$ cat config.mk
export PLATFORM = sky130hd
export DESIGN_NAME = parameter_record_stream_parser
export DESIGN_NICKNAME = d
export VERILOG_FILES = /design/src/design/prsp_pkg.sv /design/src/design/prsp_core.sv /design/src/design/parameter_record_stream_parser.sv
export SDC_FILE = /design/constraint.sdc
export NUM_CORES = 1
export LEC_CHECK = 0
export BUFFER_PORTS_ARGS = -buffer_cell sky130_fd_sc_hd__buf_4
export CAP_MARGIN = 20
export CORE_MARGIN = 4
export CORE_UTILIZATION = 50
export DETAILED_ROUTE_END_ITERATION = 8
export PLACE_DENSITY = 0.7
export SYNTH_ARGS = -nofsm -noshare
export SYNTH_HDL_FRONTEND = slang
export SYNTH_SLANG_ARGS = --single-unit
export TNS_END_PERCENT = 5
$ cat constraint.sdc
create_clock -name aclk -period 8.9 [get_ports aclk]
set_input_delay 1.335 -clock aclk [delete_from_list [all_inputs] [get_ports aclk]]
set_output_delay 1.335 -clock aclk [all_outputs]
set_load 0.03 [all_outputs]
$ cat src/design/prsp_pkg.sv
package prsp_pkg;

    // Message layout
    localparam int MAX_TEXT_LEN = 512;
    localparam int HEADER_BYTES = 26;
    localparam int LEN_W        = 10;

    // Reset value of the record limit
    localparam logic [15:0] MAX_RECORDS_RESET = 16'd4096;

    // Result kinds
    localparam logic [1:0] KIND_NONE   = 2'd0;
    localparam logic [1:0] KIND_HEADER = 2'd1;
    localparam logic [1:0] KIND_TEXT   = 2'd2;

    // Status codes
    localparam logic [2:0] STATUS_BUSY      = 3'd0;
    localparam logic [2:0] STATUS_OK        = 3'd1;
    localparam logic [2:0] STATUS_COUNT_BIG = 3'd2;
    localparam logic [2:0] STATUS_BAD_VALUE = 3'd3;
    localparam logic [2:0] STATUS_TEXT_LONG = 3'd4;
    localparam logic [2:0] STATUS_TRUNC     = 3'd5;
    localparam logic [2:0] STATUS_TRAILING  = 3'd6;

    // One result beat
    typedef struct packed {
        logic [1:0]        item_kind;
        logic [31:0]       record_id;
        logic signed [31:0] step_total;
        logic [31:0]       flag_bits;
        logic [31:0]       current_value;
        logic [31:0]       default_value;
        logic [LEN_W-1:0]  title_length;
        logic [LEN_W-1:0]  short_length;
        logic [LEN_W-1:0]  unit_length;
        logic [7:0]        text_byte;
        logic [1:0]        text_field;
        logic [2:0]        status;
    } prsp_result_t;

endpackage

$ cat src/design/prsp_core.sv
module prsp_core (
    input  logic                  aclk,
    input  logic                  aresetn,
    input  logic                  step_en,
    input  logic [7:0]            in_byte,
    input  logic                  in_last,
    input  logic [15:0]           max_records,
    output prsp_pkg::prsp_result_t result
);

    typedef enum logic [2:0] {
        PH_COUNT,
        PH_HEADER,
        PH_TITLE,
        PH_SHORT,
        PH_UNIT,
        PH_DONE,
        PH_FAILED
    } phase_t;

    localparam logic [1:0] TEXT_NONE = 2'd3;

    phase_t                        phase_reg, phase_next;
    logic [4:0]                    pos_reg, pos_next;
    logic [31:0]                   total_reg, total_next;
    logic [15:0]                   done_reg, done_next;
    logic [31:0]                   field_reg [5];
    logic [31:0]                   field_next [5];
    logic [prsp_pkg::LEN_W-1:0]    hold_reg [3];
    logic [prsp_pkg::LEN_W-1:0]    hold_next [3];
    logic [prsp_pkg::LEN_W-1:0]    rem_reg, rem_next;
    logic [2:0]                    err_reg, err_next;
    logic                          over_reg, over_next;

    logic [2:0]  word_sel;
    logic [1:0]  lane;
    logic [4:0]  len_ofs;
    logic [1:0]  len_sel;
    logic [15:0] len_full;
    logic        nt_req;
    logic [1:0]  nt_start;
    logic [1:0]  nt_pick;
    logic [2:0]  hold_nz;
    logic [16:0] done_inc;

    // Accept values that are zero of either sign or lie in 0..1
    function automatic logic value_ok(input logic [31:0] bits);
        value_ok = (bits[30:0] == 31'd0) || (bits <= 32'h3F80_0000);
    endfunction

    // First text at or after start with a nonzero length
    function automatic logic [1:0] pick_text(input logic [2:0] nz, input logic [1:0] start);
        logic [1:0] sel;
        sel = TEXT_NONE;
        for (int i = 2; i >= 0; i--) begin
            if (nz[i] && (2'(i) >= start)) begin
                sel = 2'(i);
            end
        end
        pick_text = sel;
    endfunction

    // Next state and result for one byte
    always_comb begin
        phase_next = phase_reg;
        pos_next   = pos_reg;
        total_next = total_reg;
        done_next  = done_reg;
        field_next = field_reg;
        hold_next  = hold_reg;
        rem_next   = rem_reg;
        err_next   = err_reg;
        over_next  = over_reg;
        result     = '0;
        nt_req     = 1'b0;
        nt_start   = 2'd0;
        word_sel   = pos_reg[4:2];
        lane       = pos_reg[1:0];
        len_ofs    = pos_reg - 5'd20;
        len_sel    = len_ofs[2:1];
        len_full   = {in_byte, hold_reg[len_sel][7:0]};
        hold_nz    = 3'd0;
        nt_pick    = TEXT_NONE;
        done_inc   = {1'b0, done_reg} + 17'd1;

        unique case (phase_reg)
            PH_COUNT: begin
                total_next[{lane, 3'b000} +: 8] = in_byte;
                pos_next = pos_reg + 5'd1;
                if (lane == 2'd3) begin
                    pos_next = 5'd0;
                    if (total_next > {16'd0, max_records}) begin
                        err_next   = prsp_pkg::STATUS_COUNT_BIG;
                        phase_next = PH_FAILED;
                    end else if (total_next == 32'd0) begin
                        phase_next = PH_DONE;
                    end else begin
                        phase_next = PH_HEADER;
                    end
                end
            end
            PH_HEADER: begin
                if (pos_reg < 5'd20) begin
                    // assemble one header word
                    field_next[word_sel][{lane, 3'b000} +: 8] = in_byte;
                    if (lane == 2'd3 && word_sel >= 3'd3 &&
                        !value_ok(field_next[word_sel])) begin
                        err_next   = prsp_pkg::STATUS_BAD_VALUE;
                        phase_next = PH_FAILED;
                    end
                end else if (!pos_reg[0]) begin
                    hold_next[len_sel] = {2'b00, in_byte};
                end else if (len_full > 16'(prsp_pkg::MAX_TEXT_LEN)) begin
                    // oversized length: remember, check at end of header
                    over_next          = 1'b1;
                    hold_next[len_sel] = '0;
                end else begin
                    hold_next[len_sel] = len_full[prsp_pkg::LEN_W-1:0];
                end
                if (phase_next == PH_HEADER) begin
                    pos_next = pos_reg + 5'd1;
                    if (pos_reg == 5'(prsp_pkg::HEADER_BYTES - 1)) begin
                        if (over_next) begin
                            err_next   = prsp_pkg::STATUS_TEXT_LONG;
                            phase_next = PH_FAILED;
                        end else begin
                            result.item_kind     = prsp_pkg::KIND_HEADER;
                            result.record_id     = field_next[0];
                            result.step_total    = field_next[1];
                            result.flag_bits     = field_next[2];
                            result.current_value = field_next[3];
                            result.default_value = field_next[4];
                            result.title_length  = hold_next[0];
                            result.short_length  = hold_next[1];
                            result.unit_length   = hold_next[2];
                            nt_req   = 1'b1;
                            nt_start = 2'd0;
                        end
                    end
                end
            end
            PH_TITLE, PH_SHORT, PH_UNIT: begin
                result.item_kind  = prsp_pkg::KIND_TEXT;
                result.text_byte  = in_byte;
                unique case (phase_reg)
                    PH_TITLE: result.text_field = 2'd0;
                    PH_SHORT: result.text_field = 2'd1;
                    default:  result.text_field = 2'd2;
                endcase
                if (rem_reg != '0) begin
                    rem_next = rem_reg - 10'd1;
                end
                if (rem_next == '0) begin
                    nt_req   = 1'b1;
                    nt_start = result.text_field + 2'd1;
                end
            end
            PH_DONE: begin
                err_next   = prsp_pkg::STATUS_TRAILING;
                phase_next = PH_FAILED;
            end
            default: begin
                // failed: drop bytes until the last one
            end
        endcase

        // Move on to the next text, or close the record
        if (nt_req) begin
            hold_nz[0] = (hold_next[0] != '0);
            hold_nz[1] = (hold_next[1] != '0);
            hold_nz[2] = (hold_next[2] != '0);
            nt_pick    = pick_text(hold_nz, nt_start);
            unique case (nt_pick)
                2'd0: begin
                    phase_next = PH_TITLE;
                    rem_next   = hold_next[0];
                end
                2'd1: begin
                    phase_next = PH_SHORT;
                    rem_next   = hold_next[1];
                end
                2'd2: begin
                    phase_next = PH_UNIT;
                    rem_next   = hold_next[2];
                end
                default: begin
                    done_next  = done_inc[15:0];
                    over_next  = 1'b0;
                    pos_next   = 5'd0;
                    phase_next = ({15'd0, done_inc} >= total_reg) ? PH_DONE : PH_HEADER;
                end
            endcase
        end

        // Close the message on the last beat
        if (in_last) begin
            if (err_next == prsp_pkg::STATUS_BUSY && phase_next != PH_DONE) begin
                err_next = (phase_next == PH_TITLE || phase_next == PH_SHORT ||
                            phase_next == PH_UNIT) ? prsp_pkg::STATUS_TEXT_LONG
                                                   : prsp_pkg::STATUS_TRUNC;
            end
            result.status = (err_next != prsp_pkg::STATUS_BUSY) ? err_next
                                                                : prsp_pkg::STATUS_OK;
            phase_next = PH_COUNT;
            pos_next   = 5'd0;
            done_next  = 16'd0;
            rem_next   = '0;
            err_next   = prsp_pkg::STATUS_BUSY;
            over_next  = 1'b0;
        end else begin
            result.status = err_next;
        end
    end

    // Hold parser state; advance one byte per step
    always_ff @(posedge aclk) begin
        if (!aresetn) begin
            phase_reg <= PH_COUNT;
            pos_reg   <= 5'd0;
            done_reg  <= 16'd0;
            rem_reg   <= '0;
            err_reg   <= prsp_pkg::STATUS_BUSY;
            over_reg  <= 1'b0;
        end else if (step_en) begin
            phase_reg <= phase_next;
            pos_reg   <= pos_next;
            done_reg  <= done_next;
            rem_reg   <= rem_next;
            err_reg   <= err_next;
            over_reg  <= over_next;
        end
    end

    // Assembly registers are fully rewritten before use
    always_ff @(posedge aclk) begin
        if (step_en) begin
            total_reg <= total_next;
            field_reg <= field_next;
            hold_reg  <= hold_next;
        end
    end

    a_err_iff_failed: assert property (@(posedge aclk) disable iff (!aresetn)
        (err_reg != prsp_pkg::STATUS_BUSY) == (phase_reg == PH_FAILED))
        else $error("sticky error and failed phase disagree");

    a_text_rem_nonzero: assert property (@(posedge aclk) disable iff (!aresetn)
        (phase_reg == PH_TITLE || phase_reg == PH_SHORT || phase_reg == PH_UNIT)
        |-> (rem_reg != '0))
        else $error("text phase with no bytes remaining");

    a_records_owed: assert property (@(posedge aclk) disable iff (!aresetn)
        (phase_reg == PH_HEADER || phase_reg == PH_TITLE || phase_reg == PH_SHORT ||
         phase_reg == PH_UNIT) |-> ({16'd0, done_reg} < total_reg))
        else $error("record in progress beyond the record count");

endmodule

$ cat src/design/parameter_record_stream_parser.sv
// An accepted input beat is held in the input register; its result beat is then
// registered in the result register when that register is free or being taken.
// Throughput: one byte per cycle while results are taken, one result beat per byte; the
// parser's next-state and result logic is combinational between the input and result registers.
// Reset: aresetn (synchronous, active low) returns the parser to the count
// header, empties both registers and sets max_records to 4096.
module parameter_record_stream_parser (
    input  logic         aclk,
    input  logic         aresetn,
    input  logic         s_tvalid,
    output logic         s_tready,
    input  logic [7:0]   s_tdata,   // [7:0] in_byte
    input  logic         s_tlast,   // is_last
    output logic         m_tvalid,
    input  logic         m_tready,
    // [31:0] record_id, [63:32] step_total, [95:64] flag_bits,
    // [127:96] current_value, [159:128] default_value, [169:160] title_length,
    // [179:170] short_length, [189:180] unit_length, [197:190] text_byte,
    // [200:198] status, [207:201] zero
    output logic [207:0] m_tdata,
    output logic [3:0]   m_tuser,   // [1:0] item_kind, [3:2] text_field
    input  logic         cfg_valid,
    output logic         cfg_ready,
    input  logic [15:0]  cfg_data   // max_records
);

    logic                    in_valid_reg;
    logic [7:0]              in_byte_reg;
    logic                    in_last_reg;
    logic                    out_valid_reg;
    prsp_pkg::prsp_result_t  out_reg;
    prsp_pkg::prsp_result_t  result;
    logic [15:0]             max_records_reg;
    logic                    advance;
    logic                    step_en;

    assign advance   = !out_valid_reg || m_tready;
    assign step_en   = in_valid_reg && advance;
    assign s_tready  = !in_valid_reg || advance;
    assign cfg_ready = 1'b1;

    prsp_core u_core (
        .aclk        (aclk),
        .aresetn     (aresetn),
        .step_en     (step_en),
        .in_byte     (in_byte_reg),
        .in_last     (in_last_reg),
        .max_records (max_records_reg),
        .result      (result)
    );

    // Record limit register
    always_ff @(posedge aclk) begin
        if (!aresetn) begin
            max_records_reg <= prsp_pkg::MAX_RECORDS_RESET;
        end else if (cfg_valid && cfg_ready) begin
            max_records_reg <= cfg_data;
        end
    end

    // Input register: load a beat whenever the stage is free or moving on
    always_ff @(posedge aclk) begin
        if (!aresetn) begin
            in_valid_reg <= 1'b0;
        end else if (s_tready) begin
            in_valid_reg <= s_tvalid;
        end
    end

    always_ff @(posedge aclk) begin
        if (s_tvalid && s_tready) begin
            in_byte_reg <= s_tdata;
            in_last_reg <= s_tlast;
        end
    end

    // Result register: hold until taken
    always_ff @(posedge aclk) begin
        if (!aresetn) begin
            out_valid_reg <= 1'b0;
        end else if (step_en) begin
            out_valid_reg <= 1'b1;
        end else if (m_tready) begin
            out_valid_reg <= 1'b0;
        end
    end

    always_ff @(posedge aclk) begin
        if (step_en) begin
            out_reg <= result;
        end
    end

    assign m_tvalid = out_valid_reg;
    assign m_tuser  = {out_reg.text_field, out_reg.item_kind};
    assign m_tdata  = {7'd0,
                       out_reg.status,
                       out_reg.text_byte,
                       out_reg.unit_length,
                       out_reg.short_length,
                       out_reg.title_length,
                       out_reg.default_value,
                       out_reg.current_value,
                       out_reg.flag_bits,
                       out_reg.step_total,
                       out_reg.record_id};

    a_last_has_status: assert property (@(posedge aclk) disable iff (!aresetn)
        (step_en && in_last_reg) |=> (out_reg.status != prsp_pkg::STATUS_BUSY))
        else $error("final beat left status in progress");

    a_text_field_range: assert property (@(posedge aclk) disable iff (!aresetn)
        (out_valid_reg && out_reg.item_kind != prsp_pkg::KIND_TEXT) |->
        (out_reg.text_byte == 8'd0 && out_reg.text_field == 2'd0))
        else $error("text fields set on a non-text beat");

    a_ready_when_empty: assert property (@(posedge aclk) disable iff (!aresetn)
        (!out_valid_reg) |-> s_tready)
        else $error("input stalled with an empty result register");

endmodule
# Word level (Yosys, flattened, before mapping)
# Cells that the tools add are included.
[word_totals]
reg_bits = 492
inputBits = 30
out_inout_bits = 215
wordCells = 201
[op_classes]
addsub = 6
order_cmp = 13
eq_ne = 15
n_shift = 2
n_mux = 89
bitwise = 7
n_reduce_logical = 37
[ops]
columns = ["cell", "n"]
rows = [
  ["$mux W192", 2],
  ["$mux W191", 1],
  ["$bwmux W160", 1],
  ["$mux W160", 1],
  ["$mux W30", 4],
  ["$bmux W32 S3", 1],
  ["$demux W32 S3", 1],
  ["$mux W32", 3],
  ["$mux W3", 24],
  ["$bwmux W30", 2],
  ["$mux W10", 6],
  ["$mux W16", 3],
  ["$reduce_bool A10 Y1", 4],
  ["$bwmux W32", 1],
  ["$ge A17 B32 Y1", 1],
  ["$gt A32 B16 Y1", 1],
  ["$le A32 B30 Y1 const B", 1],
  ["$logic_not A32 Y1", 1],
  ["$shift A8 B7 Y32 const A", 1],
  ["$shiftx A8 B7 Y32", 1],
  ["$logic_not A31 Y1", 1],
  ["$and A30 B30 Y30", 1],
  ["$not A30 Y30", 1],
  ["$pmux W10 S3", 1],
  ["other kinds (48)", 105],
]

# Logic depth before layout (Yosys ltp)
# Gate-level depths: netlist (run 1).
[depth]
depth_word = 32
ltp_mapped = 22
depth_no_buf = 17

# By module
# A second synthesis (run 1) with hierarchy kept.
[unflattened]
hier_cells = 2220
area_unflattened_um2 = 24599.8
[by_module_without_submodules]
columns = ["mod", "n_inst", "cells_each", "area_each_um2", "seq_area_each_um2"]
rows = [
  ["prsp_core", 1, 1936, 17409.2, 7427.1],
  ["parameter_record_stream_parser", 1, 284, 7190.6, 6786.5],
]

# Worst setup path after synthesis (run 1)
# No wires, ideal clock.
[synth_timing]
path_kind = "input to register"
startpoint = "in m_tready"
endpoint = "reg u_core.field_reg[0] in the netlist's numbering, enable pin"
setup_time_ns = 0.682
t_arrival_ns = 8.426
t_required_ns = 8.218
path_slack_ns = -0.208
stages = 4
path_buffers = 1
path_cell_list = "nor2b_1 > nand2b_1 > clkbuf_1 > nor2_1"
[synth_between]
elab_chain_cells = 3
[synth_rtl]
columns = ["item", "line", "rtl"]
rows = [
  ["from (decl)", "parameter_record_stream_parser.sv:15", "input logic m_tready,"],
  ["$logic_or A1 B1 Y1", "parameter_record_stream_parser.sv:37", "assign advance = !out_valid_reg || m_tready;"],
  ["$logic_and A1 B1 Y1", "parameter_record_stream_parser.sv:38", "assign step_en = in_valid_reg && advance;"],
  ["$reduce_and A2 Y1 (no line)", "--", ""],
  ["to (signal assigned)", "prsp_core.sv:238", "field_reg <= field_next;"],
  ["to (decl)", "prsp_core.sv:27", "logic [31:0] field_reg [5];"],
]
# No other way between the ends.
# A chain may end at the register's enable or synchronous reset.

==> results of run 1 <==
cell families after synthesis:
family / count (synthesis) / share of synthesized area
other: 2 / 0.0003061
and+or+nand+nor: 889 / 0.1896
xor gates and xnor gates: 15 / 0.005354
DFF: 492 / 0.5793
AOI/OAI and AO/OA: 522 / 0.1360
muxes: 67 / 0.02973
adders and majority gates: 42 / 0.02142
buffers and inverters: 220 / 0.03830
through the flow:
| step | cell area (sq um) | hold WS [ns] | setup slack [ns] | util |
|---|---|---|---|---|
| 6_report | 28450 | 0.4902 | 2.271 | 0.5909 |
| 5_1_grt | 28450 | 0.5245 | 2.016 | 0.5909 |
| 4_1_cts | 28420 | 0.4800 | 2.477 | 0.5903 |
| 3_5_place_dp | 26760 | 0.4641 | 2.503 | 0.5558 |
| 3_3_place_gp | 26760 | 0.4569 | 2.764 | 0.5558 |
| 2_1_floorplan | 24560 | 0.4373 | 0.2053 | - |
metal layers:
layer	vias to the layer above	wire, um	track usage
met4	0	2437	0.08045
li1	8665	-	-
met3	176	6323	0.05144
met5	-	0	0
met1	9211	30240	0.3743
met2	943	34610	0.4360
Yosys cell counts, types with 20 or more instances:
master	number
buf_2	20
nor2b_1	49
o21ai_0	228
nand3_1	51
nor4_1	25
nor3_1	37
nand2_1	278
edfxtp_1	436
mux2i_1	47
nand2b_1	24
a211oi_1	22
dfxtp_1	56
or4_1	22
and2_1	167
inv_1	76
ha_1	42
a21oi_1	63
a31oi_1	26
nor2_1	131
clkbuf_1	99
critical path, stage by stage, from the launching register on:
cell and delay (ns):
dfxtp_1 0.98, inv_1 0.31, ha_1 0.94, nor3b_1 0.32, nand3_1 0.42, o21ai_0 0.25
ha_1 0.28, or4_1 0.51, a21oi_1 0.13, nand3_1 0.09, a221o_1 0.35, a31oi_1 0.38
o21ai_0 0.25, a2111oi_0 0.50, or3_1 0.26, nand3_1 0.11, a31o_2 0.27
worst paths after layout:
check                     from         endpoint  slack (ns)  cells past startpoint
min reg2reg    u_core.over_reg  u_core.over_reg        0.49                      2
max          u_core.pos_reg[1]     m_tdata[198]        2.27                     16
min            u_core.over_reg  u_core.over_reg        0.49                      2
max reg2reg  u_core.pos_reg[1]     m_tdata[198]        2.27                     16
report_power, final:
part,internal [uW],switching [uW],total [uW]
logic,132,302,434
registers,2560,35.8,2600
clock network,1190,940,2130
total,3890,1280,5160
final cells by class:
cell class                 count  area (sq um)  share of cell area
clock buffer                  63          1374             0.04829
timing repair buffer         267          2024             0.07116
tap                          656         820.8             0.02885
sequential                   492         14210              0.4997
clock inverter                34         285.3             0.01003
multi-input combinational   1543          9432              0.3315
inverter                      77         297.8             0.01047
==> impl_metrics.env, run 1 <==
export IMPL_yosys_warnings=0
export IMPL_dp_hpwl_um=52620
export IMPL_clock_sinks=492
export IMPL_max_clock_path_buffers=3
export IMPL_final_common_cell="edfxtp_1"
export IMPL_final_cell_mix="436 x edfxtp_1, 278 x nand2_1, 266 x buf_4"
export IMPL_post_cts_setup_buffers=0
export IMPL_synth_cells=2249
export IMPL_slew_limit_headroom=0.2858
export IMPL_required_ns=9.26
export IMPL_synthArstFlopShare=0
export IMPL_pin_count=245
export IMPL_fp_dieH_um=229.5
export IMPL_synthFlopType="edfxtp_1"
export IMPL_criticalPathCategory="register to register"
export IMPL_fill_cells=4009
export IMPL_synth_edff_count=436
export IMPL_max_clock_freq_mhz=150.9
export IMPL_drtPass1Iterations=6
export IMPL_drc=0
export IMPL_clk_pin_slew_ns=0.06
export IMPL_syn_area_per_cell_sq_um=10.91
export IMPL_antenna_found_initial=0
export IMPL_drive_gt1_frac=0.1640
export IMPL_crit_path_start_kind="register"
export IMPL_irDropWorstVdd_v=0.0001364
export IMPL_fin_crit_sh=0.7448
export IMPL_p_leak_uw=0.01071
export IMPL_hold_buffers=0
export IMPL_synth_top_area_share=0.5336
export IMPL_finalPower_uw=5164
export IMPL_syn_cell_area_sq_mm=0.02453
export IMPL_grt_max_degree=112
export IMPL_setup_viol=0
export IMPL_fp_row_count=80
export IMPL_yosys_top_cells_area="edfxtp_1 53%, o21ai_0 4.7%, dfxtp_1 4.6%"
export IMPL_worstMarginPinSlew_ns=1.071
export IMPL_tritoncts="done"
export IMPL_core_area_sq_mm=0.04815
export IMPL_setup_tns_final_ns=0
export IMPL_crit_path_end_kind="register"
export IMPL_cts_max_level=2
export IMPL_grt_usage=0.2701
export IMPL_vias=18995
export IMPL_cp_arrival_ns=6.98
export IMPL_grt_pass1_wl_um=111800
export IMPL_place_gp_congestion=0.9538
export IMPL_place_inst=3034
export IMPL_drv_slew=0
export IMPL_grt_setup_unrepaired="no"
export IMPL_die_area_sq_mm=0.05268
export IMPL_grt_ovfl_total=0
export IMPL_drv_cap=0
export IMPL_clk_insertion_delay_late_ns=0.63
export IMPL_final_cells=3132
export IMPL_critPathMaxFanout=27
export IMPL_largest_reg_flops=201
export IMPL_initial_utilization=0.5096
export IMPL_yosys_area_top_type="edfxtp_1"
export IMPL_status="complete, no violations"
export IMPL_cts_resized_gates=0
export IMPL_port_buffers=236
export IMPL_viasPerCell=6.065
export IMPL_clock_skew_ns=0.03308
export IMPL_antenna_left=0
export IMPL_fin_nets=2505
export IMPL_die_width_um=229.5
export IMPL_cts_buffers=52
export IMPL_routedWlPerCell_um=23.50
export IMPL_fin_crit_ns=6.629
export IMPL_hold_viol=0
export IMPL_synthToLayoutAreaGrowth_pct=15.95
export IMPL_synth_seq_cells=492
export IMPL_seq_area_frac_synth=0.5793
export IMPL_diodes=0
export IMPL_ctsRootBufferMaster="clkbuf_16"
export IMPL_initialDrtViolationCount=2383
export IMPL_powerDensity_mw_per_mm2=181.5
export IMPL_finalWirelength_um=73610
export IMPL_synth_distinct_cells=94
export IMPL_grt_pass1_vias=18282
export IMPL_hp_class="register to register"
Power figures use the tool's default switching activity.
==> run 2, diff against run 1 <==
==> constraint.sdc (replaced) <==
create_clock -name aclk -period 5.6 [get_ports aclk]
set_input_delay 0.84 -clock aclk [delete_from_list [all_inputs] [get_ports aclk]]
set_output_delay 0.84 -clock aclk [all_outputs]
set_load 0.03 [all_outputs]
==> run 2 against run 1 <==
Clock-buffer cell count shrank 5. Wire length increased by 2.1%. Critical path depth decreased by 2. Largest cell class unchanged. Cell area increased by 1.5%. Global-route usage grew 0.58 points. Fmax rose by 31%.
==> impl_metrics.env, run 2 (synthesis gave the netlist of run 1 again) <==
export IMPL_fin_crit_ns=5.058
export IMPL_grt_max_degree=174
export IMPL_cts_max_level=2
export IMPL_status="complete, no violations"
export IMPL_cp_arrival_ns=5.55
export IMPL_fin_nets=2550
export IMPL_finalPower_uw=8366
export IMPL_max_clock_path_buffers=3
export IMPL_hold_viol=0
export IMPL_tritoncts="done"
export IMPL_clk_insertion_delay_late_ns=0.60
export IMPL_viasPerCell=6.049
export IMPL_final_common_cell="edfxtp_1"
export IMPL_max_clock_freq_mhz=197.7
export IMPL_port_buffers=236
export IMPL_slew_limit_headroom=0.2357
export IMPL_clock_skew_ns=0.01415
export IMPL_vias=19212
export IMPL_stdcell_area_sq_mm=0.02888
export IMPL_drc=0
export IMPL_cts_resized_gates=0
export IMPL_grt_pass1_wl_um=114100
export IMPL_dp_hpwl_um=54150
export IMPL_die_width_um=229.5
export IMPL_post_cts_setup_buffers=0
export IMPL_hp_start="s_tdata[7]"
export IMPL_drtPass1Iterations=6
export IMPL_worst_hold_slack_ns=0.4184
export IMPL_setup_viol=0
export IMPL_die_area_sq_mm=0.05268
export IMPL_grt_pass1_vias=18608
export IMPL_diodes=0
export IMPL_fp_dieH_um=229.5
export IMPL_criticalPathCategory="register to register"
export IMPL_worstMarginPinSlew_ns=1.146
export IMPL_placed_area_sq_mm=0.02715
export IMPL_critPathMaxFanout=21
export IMPL_synthToLayoutAreaGrowth_pct=17.70
export IMPL_grt_setup_unrepaired="no"
export IMPL_cts_buffers=51
export IMPL_crit_path_end_kind="register"
export IMPL_fp_row_count=80
export IMPL_clock_sinks=492
export IMPL_r2r_start="in_byte_reg[3]"
export IMPL_r2r_slack_ns=0.54
export IMPL_finalWirelength_um=75190
export IMPL_drv_cap=0
export IMPL_initialDrtViolationCount=2362
export IMPL_hp_class="input pin to register"
export IMPL_fin_crit_sh=0.9033
export IMPL_antenna_left=0
export IMPL_initial_utilization=0.5096
export IMPL_powerDensity_mw_per_mm2=289.7
export IMPL_clk_pin_slew_ns=0.06
export IMPL_largest_reg_flops=201
export IMPL_pin_count=245
export IMPL_p_leak_uw=0.01095
export IMPL_grt_usage=0.2760
export IMPL_irDropWorstVdd_v=0.0002264
export IMPL_core_area_sq_mm=0.04815
export IMPL_fin_util=0.5998
export IMPL_crit_path_start_kind="register"
export IMPL_required_ns=6.09
export IMPL_drive_gt1_frac=0.1802
export IMPL_antenna_found_initial=1
export IMPL_crit_start="in_byte_reg[3]"
export IMPL_place_gp_congestion=0.9608
export IMPL_drv_slew=0
export IMPL_ctsRootBufferMaster="clkbuf_16"
export IMPL_routedWlPerCell_um=23.67
export IMPL_hold_buffers=0
export IMPL_grt_ovfl_total=0
export IMPL_final_cell_mix="436 x edfxtp_1, 309 x buf_4, 278 x nand2_1"
==> run 2: cell count changes in the layout (fill, tap and decap cells not counted), sizes merged <==
cell      change
clkinvlp      +5
bufinv        +4
inv           -2
clkinv        -4
clkbuf        -5
buf          +46
==> run 2: stage by stage <==
step / setup slack [ns] / cells / setup TNS (ns)
2_1_floorplan: -0.04890 / 2255 / -1.565
3_3_place_gp: 0.5060 / 3079 / 0
3_5_place_dp: 0.7402 / 3080 / 0
4_1_cts: 0.6569 / 3175 / 0
5_1_grt: 0.4612 / 3176 / 0
6_report: 0.5418 / 3176 / 0
==> run 2: path summary, 6_finish.rpt <==
kind | end | cells past startpoint
worst max register to register | u_core.done_reg[3] | 14
worst min register to register | u_core.over_reg | 2
worst min-delay path | in_byte_reg[7] | 1
worst max-delay path | u_core.done_reg[3] | 14
==> run 2: area by class of cell <==
cell class              instances  area, sq um
fillers                      3915        19270
flip-flops and latches        492        14210
multi-input cells            1543         9432
repair buffers                313         2392
clock buffers                  58         1345
well taps                     656        820.8
clock inverters                37        377.9
inverters                      77        294.0
==> run 2: report_power, final <==
| part | switching, uW | total [uW] | internal [uW] |
|---|---|---|---|
| logic | 494 | 721 | 227 |
| clock network | 1470 | 3520 | 2050 |
| registers | 52.9 | 4120 | 4070 |
| total | 2020 | 8370 | 6350 |
==> run 2: per-layer routing <==
layer,global-route usage,part of all wire,vias to the layer above
met5,0,0.000093,-
met2,0.4398,0.47,928
met4,0.08939,0.032,2
met1,0.3871,0.43,9364
met3,0.04796,0.076,161
li1,-,-,8757
==> run 2: worst max-delay path, stage by stage (launching register included) <==
cell and delay [ns]:
edfxtp_1 0.78, nor4_1 0.13, buf_4 0.20, and3_1 0.30
buf_16 0.22, a21boi_0 0.56, a31oi_1 0.15, or4b_2 0.67
nor4_1 0.40, nor2_1 0.25, nor4_4 0.51, o21ai_1 0.13
buf_4 0.16, and2_1 0.21, a22o_1 0.25
